### src/hw/rtl/lrm_pkg.sv
// Shared types and codes for the list reconcile match block.
// No dependencies; imported by every module of the block.
package lrm_pkg;

  localparam int KEY_CHARS = 6;
  localparam int KEY_W     = 8 * KEY_CHARS;
  localparam int ID_W      = 32;
  localparam int IDX_W     = 8;
  localparam int KLEN_W    = 3;

  localparam logic [KLEN_W-1:0] KEY_LEN_RESET = 3'd6;

  // input op codes
  localparam logic [1:0] OP_LOAD  = 2'd0;
  localparam logic [1:0] OP_QUERY = 2'd1;
  localparam logic [1:0] OP_END   = 2'd2;

  // result kinds
  localparam logic [1:0] KIND_ADD   = 2'd0;
  localparam logic [1:0] KIND_FOUND = 2'd1;
  localparam logic [1:0] KIND_DEL   = 2'd2;
  localparam logic [1:0] KIND_DONE  = 2'd3;

  typedef struct packed {
    logic [1:0]             op;
    logic [KEY_W-1:0]       key;
    logic signed [ID_W-1:0] entry_id;
  } in_item_t;

  typedef struct packed {
    logic [1:0]             kind;
    logic [IDX_W-1:0]       index;
    logic signed [ID_W-1:0] deleted_id;
    logic                   overflow;
    logic                   last;
  } out_item_t;

endpackage

### src/hw/rtl/lrm_key_cmp.sv
// Prefix key compare with strncmp rules: stops at the first zero byte.
// Depends on lrm_pkg for key geometry.
module lrm_key_cmp
  import lrm_pkg::*;
(
  input  logic [KEY_W-1:0]  stored_key,
  input  logic [KEY_W-1:0]  query_key,
  input  logic [KLEN_W-1:0] key_len,
  output logic              hit
);

  always_comb begin
    logic       live;
    logic [7:0] ca;
    logic [7:0] cb;
    live = 1'b1;
    hit  = 1'b1;
    ca   = '0;
    cb   = '0;
    for (int i = 0; i < KEY_CHARS; i++) begin
      ca = stored_key[KEY_W-1-8*i -: 8];
      cb = query_key[KEY_W-1-8*i -: 8];
      if (live && (KLEN_W'(i) < key_len)) begin
        if (ca != cb) begin
          hit  = 1'b0;
          live = 1'b0;
        end else if (ca == 8'd0) begin
          live = 1'b0;
        end
      end
    end
  end

endmodule

### src/hw/rtl/list_reconcile_match_top.sv
// Top level of the list reconcile match block: base table memory, scan
// sequencer and output register. Depends on lrm_pkg and lrm_key_cmp.
//
//   channel | signals                        | direction | payload
//   --------+--------------------------------+-----------+------------------------
//   in      | in_valid, in_stall, in_data    | to block  | op, key, entry_id
//   out     | out_valid, out_stall, out_data | from blk  | kind, index, deleted_id,
//           |                                |           | overflow, last
//   cfg     | cfg_we, cfg_wdata              | to block  | key_len
//
// One item at a time. A query reads the stored keys in order through the
// single read port of the base memory, one stored key per cycle while the
// output is free, and the compare runs in the cycle after the read. An end
// item steps through the table, skips matched entries, reads each unmatched
// entry and emits a deletion for it, then at the end of the table emits the
// done result. Output stalls hold the scan and the end pass.
// Reset (rst, synchronous) clears counters, flags and the matched bits; the
// key/id memory needs no clearing since only entries below base_count are read.
// in_stall is high whenever an item is in progress.
module list_reconcile_match_top
  import lrm_pkg::*;
#(
  parameter int BASE_DEPTH = 32
)(
  input  logic              clk,
  input  logic              rst,
  input  logic              in_valid,
  output logic              in_stall,
  input  in_item_t          in_data,
  output logic              out_valid,
  input  logic              out_stall,
  output out_item_t         out_data,
  input  logic              cfg_we,
  input  logic [KLEN_W-1:0] cfg_wdata
);

  localparam int CNT_W  = $clog2(BASE_DEPTH + 1);
  localparam int ADDR_W = (BASE_DEPTH > 1) ? $clog2(BASE_DEPTH) : 1;
  localparam int MEM_W  = KEY_W + ID_W;
  localparam logic [CNT_W-1:0] FULL = CNT_W'(BASE_DEPTH);

  // sequencer states
  localparam logic [2:0] ST_IDLE     = 3'd0;
  localparam logic [2:0] ST_SCAN     = 3'd1;
  localparam logic [2:0] ST_DEL      = 3'd2;
  localparam logic [2:0] ST_DEL_WAIT = 3'd3;
  localparam logic [2:0] ST_DONE     = 3'd4;

  logic [2:0]            state;
  logic [KLEN_W-1:0]     key_len;
  logic [CNT_W-1:0]      base_count;
  logic [IDX_W-1:0]      query_count;
  logic                  overflow_seen;
  logic [BASE_DEPTH-1:0] matched;

  // per-item working registers
  logic [KEY_W-1:0]      q_key;
  logic [IDX_W-1:0]      q_idx;
  logic [CNT_W-1:0]      scan_idx;  // next address to read
  logic [CNT_W-1:0]      cmp_idx;   // address whose data sits in rd_data
  logic                  cmp_vld;
  logic [CNT_W-1:0]      del_idx;

  // base table: key in the upper bits, id below
  logic [MEM_W-1:0]      mem [BASE_DEPTH];
  logic [MEM_W-1:0]      rd_data;
  logic                  rd_en;
  logic [ADDR_W-1:0]     rd_addr;

  logic                  in_acc;
  logic                  out_free;
  logic                  out_set;
  logic                  hit;
  logic                  load_ok;

  assign in_stall = (state != ST_IDLE);
  assign in_acc   = in_valid && !in_stall;
  assign out_free = !out_valid || !out_stall;
  assign load_ok  = in_acc && (in_data.op == OP_LOAD) && (base_count != FULL);

  // a new result item enters the output register this cycle
  always_comb begin
    unique case (state)
      ST_SCAN:              out_set = out_free && ((cmp_vld && hit) ||
                                                   (scan_idx == base_count));
      ST_DEL_WAIT, ST_DONE: out_set = out_free;
      default:              out_set = 1'b0;
    endcase
  end

  lrm_key_cmp u_cmp (
    .stored_key (rd_data[MEM_W-1 -: KEY_W]),
    .query_key  (q_key),
    .key_len    (key_len),
    .hit        (hit)
  );

  // read port: the scan reads in order, the end pass reads unmatched entries
  always_comb begin
    rd_en   = 1'b0;
    rd_addr = scan_idx[ADDR_W-1:0];
    unique case (state)
      ST_SCAN: begin
        rd_en   = out_free && !(cmp_vld && hit) && (scan_idx != base_count);
        rd_addr = scan_idx[ADDR_W-1:0];
      end
      ST_DEL: begin
        rd_en   = (del_idx != base_count) && !matched[del_idx[ADDR_W-1:0]];
        rd_addr = del_idx[ADDR_W-1:0];
      end
      default: begin
        rd_en   = 1'b0;
      end
    endcase
  end

  always_ff @(posedge clk) begin
    if (load_ok) begin
      mem[base_count[ADDR_W-1:0]] <= {in_data.key, in_data.entry_id};
    end
    if (rd_en) begin
      rd_data <= mem[rd_addr];
    end
  end

  always_ff @(posedge clk) begin
    if (rst) begin
      key_len <= KEY_LEN_RESET;
    end else if (cfg_we) begin
      key_len <= cfg_wdata;
    end
  end

  // payload-only registers
  always_ff @(posedge clk) begin
    if (in_acc) begin
      q_key <= in_data.key;
      q_idx <= query_count;
    end
  end

  always_ff @(posedge clk) begin
    if (rst) begin
      state         <= ST_IDLE;
      base_count    <= '0;
      query_count   <= '0;
      overflow_seen <= 1'b0;
      matched       <= '0;
      scan_idx      <= '0;
      cmp_idx       <= '0;
      cmp_vld       <= 1'b0;
      del_idx       <= '0;
      out_valid     <= 1'b0;
      out_data      <= '0;
    end else begin
      if (out_valid && !out_stall && !out_set) begin
        out_valid <= 1'b0;
      end
      unique case (state)
        ST_IDLE: begin
          if (in_acc) begin
            unique case (in_data.op)
              OP_LOAD: begin
                if (base_count != FULL) begin
                  matched[base_count[ADDR_W-1:0]] <= 1'b0;
                  base_count <= base_count + 1'b1;
                end else begin
                  overflow_seen <= 1'b1;
                end
              end
              OP_QUERY: begin
                scan_idx <= '0;
                cmp_vld  <= 1'b0;
                state    <= ST_SCAN;
                if (query_count != '1) begin
                  query_count <= query_count + 1'b1;
                end else begin
                  overflow_seen <= 1'b1;
                end
              end
              OP_END: begin
                del_idx <= '0;
                state   <= ST_DEL;
              end
              default: begin
                // unused op: dropped
              end
            endcase
          end
        end
        ST_SCAN: begin
          if (out_free) begin
            priority if (cmp_vld && hit) begin
              matched[cmp_idx[ADDR_W-1:0]] <= 1'b1;
              out_valid <= 1'b1;
              out_data  <= '{kind: KIND_FOUND, index: IDX_W'(cmp_idx),
                             deleted_id: '0, overflow: 1'b0, last: 1'b0};
              state     <= ST_IDLE;
            end else if (scan_idx != base_count) begin
              cmp_idx  <= scan_idx;
              cmp_vld  <= 1'b1;
              scan_idx <= scan_idx + 1'b1;
            end else begin
              out_valid <= 1'b1;
              out_data  <= '{kind: KIND_ADD, index: q_idx,
                             deleted_id: '0, overflow: 1'b0, last: 1'b0};
              state     <= ST_IDLE;
            end
          end
        end
        ST_DEL: begin
          priority if (del_idx == base_count) begin
            state <= ST_DONE;
          end else if (matched[del_idx[ADDR_W-1:0]]) begin
            del_idx <= del_idx + 1'b1;
          end else begin
            state <= ST_DEL_WAIT;
          end
        end
        ST_DEL_WAIT: begin
          if (out_free) begin
            out_valid <= 1'b1;
            out_data  <= '{kind: KIND_DEL, index: IDX_W'(del_idx),
                           deleted_id: rd_data[ID_W-1:0],
                           overflow: 1'b0, last: 1'b0};
            del_idx   <= del_idx + 1'b1;
            state     <= ST_DEL;
          end
        end
        ST_DONE: begin
          if (out_free) begin
            out_valid     <= 1'b1;
            out_data      <= '{kind: KIND_DONE, index: '0, deleted_id: '0,
                               overflow: overflow_seen, last: 1'b1};
            matched       <= '0;
            base_count    <= '0;
            query_count   <= '0;
            overflow_seen <= 1'b0;
            state         <= ST_IDLE;
          end
        end
        default: begin
          state <= ST_IDLE;
        end
      endcase
    end
  end

  // table never grows past its depth
  a_count_bound: assert property (@(posedge clk) disable iff (rst)
    base_count <= FULL)
    else $error("base_count beyond table depth");

  // only the done result carries last
  a_last_done: assert property (@(posedge clk) disable iff (rst)
    out_valid && out_data.last |-> out_data.kind == KIND_DONE)
    else $error("last set on a result other than done");

  // a deletion is only emitted for an entry that was never matched
  a_del_unmatched: assert property (@(posedge clk) disable iff (rst)
    state == ST_DEL_WAIT |-> !matched[del_idx[ADDR_W-1:0]] && del_idx < base_count)
    else $error("deletion of a matched or absent entry");

  // done clears the table on the following cycle
  a_done_clears: assert property (@(posedge clk) disable iff (rst)
    state == ST_DONE && out_free |=> base_count == '0 && matched == '0
      && state == ST_IDLE)
    else $error("table not cleared after done");

  // the compare only looks at entries that are in the table
  a_cmp_in_range: assert property (@(posedge clk) disable iff (rst)
    state == ST_SCAN && cmp_vld |-> cmp_idx < base_count)
    else $error("compare on an entry outside the table");

endmodule

### config.mk
export PLATFORM = sky130hd
export DESIGN_NAME = list_reconcile_match_top
export DESIGN_NICKNAME = d
export VERILOG_FILES = /design/src/hw/rtl/lrm_pkg.sv /design/src/hw/rtl/lrm_key_cmp.sv /design/src/hw/rtl/list_reconcile_match_top.sv
export SDC_FILE = /design/constraint.sdc
export NUM_CORES = 2
export LEC_CHECK = 0
export ABC_AREA = 1
export BUFFER_PORTS_ARGS = -buffer_cell sky130_fd_sc_hd__buf_2
export CORE_UTILIZATION = 45
export DETAILED_ROUTE_END_ITERATION = 10
export PLACE_DENSITY = 0.67
export SYNTH_ARGS = -nofsm -noshare
export SYNTH_HDL_FRONTEND = slang
export SYNTH_HIERARCHICAL = 1
export SYNTH_SLANG_ARGS = --single-unit
### constraint.sdc
create_clock -name clk -period 10.5 [get_ports clk]
set_input_delay 1.575 -clock clk [delete_from_list [all_inputs] [get_ports clk]]
set_output_delay 1.575 -clock clk [all_outputs]
set_load 0.02 [all_outputs]
After elaboration in Yosys (flattened, before gate mapping)
Memories as Yosys holds them, arrays and structs flattened. A register that Yosys moved wholly into a read port is not among the register bits.
Cells that the tools add are included.
Widths: inputs -> output; s select.
{"block": "op_classes", "add_sub_neg": 4, "mul": 0, "div": 0, "magnitude_cmp": 11, "eq_ne": 38, "n_shift": 0, "n_mux": 101, "n_bitwise": 4, "n_reduce_logical": 48}
{"operator": "$mux 44", "n": 5}
{"operator": "$mux 32", "n": 6}
{"operator": "$pmux 44 s3", "n": 1}
{"operator": "$pmux 32 s3", "n": 1}
{"operator": "$mux 6", "n": 14}
{"operator": "$ne 8x8->1", "n": 6}
{"operator": "$mux 1", "n": 46}
{"operator": "$logic_not 8->1", "n": 5}
{"operator": "$and 32x32->32", "n": 1}
{"operator": "$mux 8", "n": 4}
{"operator": "$not 32->32", "n": 1}
{"operator": "$or 32x32->32", "n": 1}
{"operator": "$mux 3", "n": 8}
{"operator": "$ne 2x2->1 const B", "n": 12}
{"operator": "$pmux 6 s2", "n": 2}
{"operator": "$add 6x1->6 const B", "n": 3}
{"operator": "$lt 5x6->1 const B", "n": 3}
{"operator": "$pmux 6 s3", "n": 1}
{"operator": "$reduce_and 6->1", "n": 3}
{"operator": "$logic_and 1x1->1", "n": 17}
{"operator": "$pmux 8 s2", "n": 1}
{"operator": "$pmux 3 s5", "n": 1}
{"operator": "$reduce_and 5->1", "n": 3}
{"operator": "$reduce_and 7->1", "n": 2}
{"operator": "32 further kinds", "n": 59}
{"block": "word_totals", "regBits": 173, "latchBits": 0, "mem_bits_rw": 2560, "mem_bits_ro": 0, "output_inout_bits": 46, "wordCells": 225, "n_memories": 1}
{"name": "mem", "depth": 32, "width": 80, "rd": 1, "rd_clocked_by_memory_dff": 1, "write_ports": 1, "line_no": "list_reconcile_match_top.sv:65", "source": "logic [MEM_W-1:0] mem [BASE_DEPTH];"}

Logic depth before layout (Yosys ltp)
{"block": "logic_depth", "depth_word": 29, "mapped_depth": 21, "ltp_nobuf": 20}

Cells and area by module
The synthesis kept the hierarchy.
{"module": "list_reconcile_match_top", "instances": 1, "cells_per_inst": 9289, "area_each_um2": 111913.6, "seq_area_each_um2": 83299.9}
{"module": "lrm_key_cmp", "instances": 1, "cells_per_inst": 179, "area_each_um2": 904.6, "seq_area_each_um2": 0.0}

Worst setup path after synthesis
OpenSTA, ideal clock, no wires.
{"block": "synth_path", "path_kind": "input-to-reg", "start": "input in_data[80] (netlist name)", "end": "memory mem[17][0] (netlist name), enable pin", "setup_ns": 0.616, "arrival_time_ns": 7.852, "t_required_ns": 9.884, "slack_ns": 2.032, "path_stages": 7, "n_path_buf": 2, "cell_sequence": "inv_1 ha_1 o21ai_1 or2_2 clkbuf_1 buf_2 nor3_1"}
{"block": "synth_between", "elab_chain_cells": 5}
{"element": "from (decl)", "line_no": "list_reconcile_match_top.sv:29", "source": "input in_item_t in_data,"}
{"element": "$logic_not 2->1", "line_no": "list_reconcile_match_top.sv:79", "source": "assign load_ok = in_acc && (in_data.op == OP_LOAD) && (base_count != FULL);"}
{"element": "$logic_and 1x1->1 (2 in a row)", "line_no": "list_reconcile_match_top.sv:79"}
{"element": "$mux 1", "line_no": "list_reconcile_match_top.sv:118", "source": "if (load_ok) begin"}
{"element": "$mux 1 (not written as such)", "line_no": "list_reconcile_match_top.sv:119", "source": "mem[base_count[ADDR_W-1:0]] <= {in_data.key, in_data.entry_id};"}
{"element": "to (decl)", "line_no": "list_reconcile_match_top.sv:65"}
Every way passes these cells.

Worst setup path after layout
{"block": "layout_path", "start": "register rd_data[35], read port of mem", "end": "register rd_data[28], read port of mem, enable pin"}
{"block": "layout_between", "elab_chain_cells": 8}
{"element": "from (decl)", "line_no": "list_reconcile_match_top.sv:66", "source": "logic [MEM_W-1:0] rd_data;"}
{"element": "$ne 8x8->1", "line_no": "lrm_key_cmp.sv:24", "source": "if (ca != cb) begin"}
{"element": "$mux 1", "line_no": "lrm_key_cmp.sv:24"}
{"element": "$mux 1", "line_no": "lrm_key_cmp.sv:23", "source": "if (live && (KLEN_W'(i) < key_len)) begin"}
{"element": "named net hit", "line_no": "list_reconcile_match_top.sv:73", "source": "logic hit;"}
{"element": "$logic_and 1x1->1", "line_no": "list_reconcile_match_top.sv:104", "source": "rd_en = out_free && !(cmp_vld && hit) && (scan_idx != base_count);"}
{"element": "$logic_not 1->1", "line_no": "list_reconcile_match_top.sv:104"}
{"element": "$logic_and 1x1->1 (2 in a row)", "line_no": "list_reconcile_match_top.sv:104"}
{"element": "$pmux 1 s2", "line_no": "list_reconcile_match_top.sv:102", "source": "unique case (state)"}
{"element": "named net rd_en", "line_no": "list_reconcile_match_top.sv:67", "source": "logic rd_en;"}
The timed path passes the listed nets, and every way through them passes these cells.
A chain may end at the register's enable or synchronous reset.

==> impl_metrics.env <==
export IMPL_syn_num_nets=9568
export IMPL_required_ns=11.03
export IMPL_post_drt_wl_per_cell_um=24.3
export IMPL_rows=183
export IMPL_io_pins=136
export IMPL_cts_setup_buffers=0
export IMPL_drv_slew=0
export IMPL_power_density_nw_per_um2=227
export IMPL_synth_flop_cell="edfxtp_1"
export IMPL_ctsResizeCount=0
export IMPL_ctsHoldBuffers=0
export IMPL_synth_edf_count=2696
export IMPL_power_mw=28.5
export IMPL_num_nets_final=9542
export IMPL_numClockSinks=2813
export IMPL_power_frac_seq_pct=45.2
export IMPL_stdcell_area_um2=125000
export IMPL_power_leakage_nw=42.9
export IMPL_die_area_um2=253000
export IMPL_first_global_vias=71382
export IMPL_grt_pass1_wl_um=467000
export IMPL_critPathKind="reg2reg"
export IMPL_htreeDepth=5
export IMPL_fp_coreArea_um2=249000
export IMPL_route_detailed_drc=0
export IMPL_maxCapViolCount=0
export IMPL_root_buffer="clkbuf_16"
export IMPL_port_buffers=135
export IMPL_firstDrtPassIters=9
export IMPL_status="completed"
export IMPL_yosysTopAreaCellShare_pct=71.8
export IMPL_vias=75505
export IMPL_grt_setup_unrepaired="false"
export IMPL_cts_buffers=299
export IMPL_fin_tns_setup_ns=0
export IMPL_cts_tree="built"
export IMPL_grt_max_degree=206
export IMPL_worstPathMaxFanout=47
export IMPL_clock_path_buffers=4
export IMPL_ant_nets=0
export IMPL_crit_path_end_kind="flop"
export IMPL_tightest_slew_ns=1.30
export IMPL_hpwlAfterDp_um=155000
export IMPL_finalClockSkew_ns=0.0598
export IMPL_finalSetupViolations=0
export IMPL_yosys_warnings=6
export IMPL_hold_violations=0
export IMPL_grtUsageTotal_pct=24.7
export IMPL_max_freq_mhz=184
export IMPL_initial_core_util_pct=45.3
export IMPL_avgSynthCellArea_um2=11.9
export IMPL_synth_ff_latch_count=2813
export IMPL_synthArstFlopShare_pct=0
export IMPL_swShare_pct=29.9
export IMPL_nFillCells=20930
export IMPL_routed_wl_um=315000
export IMPL_min_period_ns=5.44
export IMPL_p_int_mw=20.0
export IMPL_die_w_um=503
export IMPL_hold_class="reg2reg"
export IMPL_netlist_top_cells_count="nand2_1, edfxtp_1, nand3_1"
export IMPL_synth_top_cells_by_area="edfxtp_1, nand3_1, nand2_1"
export IMPL_drtIter0Drc=10054
export IMPL_multi_input_area_um2=26600
export IMPL_synth_most_common_cell="nand2_1"
export IMPL_clkPwrFrac_pct=35.0
export IMPL_p_sw_mw=8.51
export IMPL_antenna_found_initial=20
export IMPL_clkTransAtPathRegs_ns=0.06
export IMPL_timing_final_crit_share_pct=51.8
export IMPL_pwr_share_comb_pct=19.7
export IMPL_yosys_area_top_type="edfxtp_1"
export IMPL_netlist_area_um2=113000
export IMPL_syn_to_final_growth_pct=11.2
export IMPL_slew_headroom_pct=13.3
export IMPL_gp_congestion=0.820
export IMPL_setup_worst_path_start_class="flop"
export IMPL_routed_via_density=5.81
export IMPL_seqCellArea_um2=83300
export IMPL_clock_latency_ns=0.96
export IMPL_layout_drive_gt1_share_pct=7.47
export IMPL_ys_types=37
export IMPL_netlist_instances=9468
export IMPL_arrival_ns=5.97
export IMPL_die_h_um=503
export IMPL_yosysSeqAreaShare_pct=73.8
export IMPL_grt_overflow_total=0
export IMPL_max_vdd_ir_drop_mv=0.364
export IMPL_placed_cell_area_um2=116000
## flip-flops by register name, indices dropped and copies added, names as in the netlist
register and cells:
overflow_seen 1, matched 32, del_idx 6, q_idx 8, out_data 44, base_count 6
mem 2560, key_len 3, out_valid 1, q_key 48, cmp_idx 6, scan_idx 6
state 3, cmp_vld 1, query_count 8, rd_data 80
## worst paths after layout
check                           slack [ns]           to           start  cells after the start
worst max register to register        5.06  rd_data[28]     rd_data[35]                     17
worst max-delay path                  5.06  rd_data[28]     rd_data[35]                     17
worst min-delay path                  0.47     q_idx[3]  query_count[3]                      0
worst min register to register        0.47     q_idx[3]  query_count[3]                      0
## power groups by stage
stage	sequential (mW)	clock (mW)	combinational [mW]
3_5_place_dp	13.1	0	5.53
4_1_cts	12.9	10.1	5.57
3_3_place_gp	13.1	0	5.46
5_1_grt	12.9	10.5	6.16
2_1_floorplan	13.1	0	3.85
6_report	12.9	9.98	5.62
## stage by stage
| stage | setup WS [ns] | util, % | hold slack (ns) | std cells |
|---|---|---|---|---|
| finish | 5.06 | 50.4 | 0.466 | 12992 |
| global route | 4.85 | 50.4 | 0.469 | 12988 |
| CTS | 5.09 | 50.4 | 0.463 | 12984 |
| detailed placement | 5.13 | 46.7 | 0.447 | 12471 |
| global placement | 5.17 | 46.7 | 0.441 | 12471 |
| floorplan | 2.03 | - | 0.425 | 9468 |
## layout make-up
| class | count | share of cell area (%) |
|---|---|---|
| Sequential cell | 2813 | 66.4 |
| Multi-Input combinational cell | 5960 | 21.2 |
| Clock buffer | 391 | 6.41 |
| Tap cell | 3330 | 3.32 |
| Timing Repair Buffer | 276 | 1.53 |
| Clock inverter | 122 | 0.817 |
| Inverter | 92 | 0.298 |
| Antenna cell | 8 | 0.0160 |
## kinds of logic (layout without fill, tap and decap cells)
| logic type | after synthesis | count (layout) | share of synthesized area (%) |
|---|---|---|---|
| simple gates | 5639 | 5639 | 21.7 |
| flops | 2813 | 2813 | 73.8 |
| buf+inv | 695 | 881 | 2.84 |
| compound gates | 268 | 268 | 1.23 |
| xor+xnor | 43 | 43 | 0.334 |
| fa+ha+maj | 10 | 10 | 0.111 |
| other cells | 0 | 8 | 0 |
## cell usage in the layout (no fill, tap or decap), drive strengths merged
cell / synthesis / layout
clkinv: 3 / 96
a31oi: 1 / 1
o21ai: 128 / 128
nor4: 5 / 5
bufinv: 0 / 17
ha: 10 / 10
a21boi: 1 / 1
nand4: 3 / 3
a21oi: 126 / 126
o21bai: 1 / 1
or2: 5 / 5
o221ai: 1 / 1
clkinvlp: 0 / 6
a211oi: 2 / 2
nand2: 2931 / 2931
clkbuf: 113 / 391
buf: 490 / 276
and2: 1 / 1
o22ai: 4 / 4
o211ai: 4 / 4
inv: 89 / 95
nand3: 2528 / 2528
nor3: 34 / 34
xor2: 12 / 12
nor2: 132 / 132
diode: 0 / 8
edfxtp: 2696 / 2696
xnor2: 31 / 31
dfxtp: 117 / 117
## metal layers
| metal | GRT usage, % | share of wire, % | up-vias |
|---|---|---|---|
| met5 | 0 | 0.018 | - |
| met4 | 8.05 | 3.1 | 10 |
| met3 | 4.28 | 10 | 590 |
| met2 | 39.1 | 47 | 4138 |
| met1 | 34.6 | 40 | 37170 |
| li1 | - | - | 33597 |
## critical path: stages, from the launching register on
cell      delay, ns
edfxtp_1       0.39
xnor2_1        0.14
nand2_1        0.09
nor2_1         0.08
nand2_1        0.17
nand2_1        0.09
nand2_1        0.16
nand2_1        0.07
nand2_1        0.15
a21oi_1        0.32
nand2_1        0.47
nand2_1        0.14
inv_1          0.09
nand2_1        0.10
nor2_1         0.58
inv_1          0.32
nand2_4        0.65
buf_4          0.81
(Power assumes the default switching activity.)
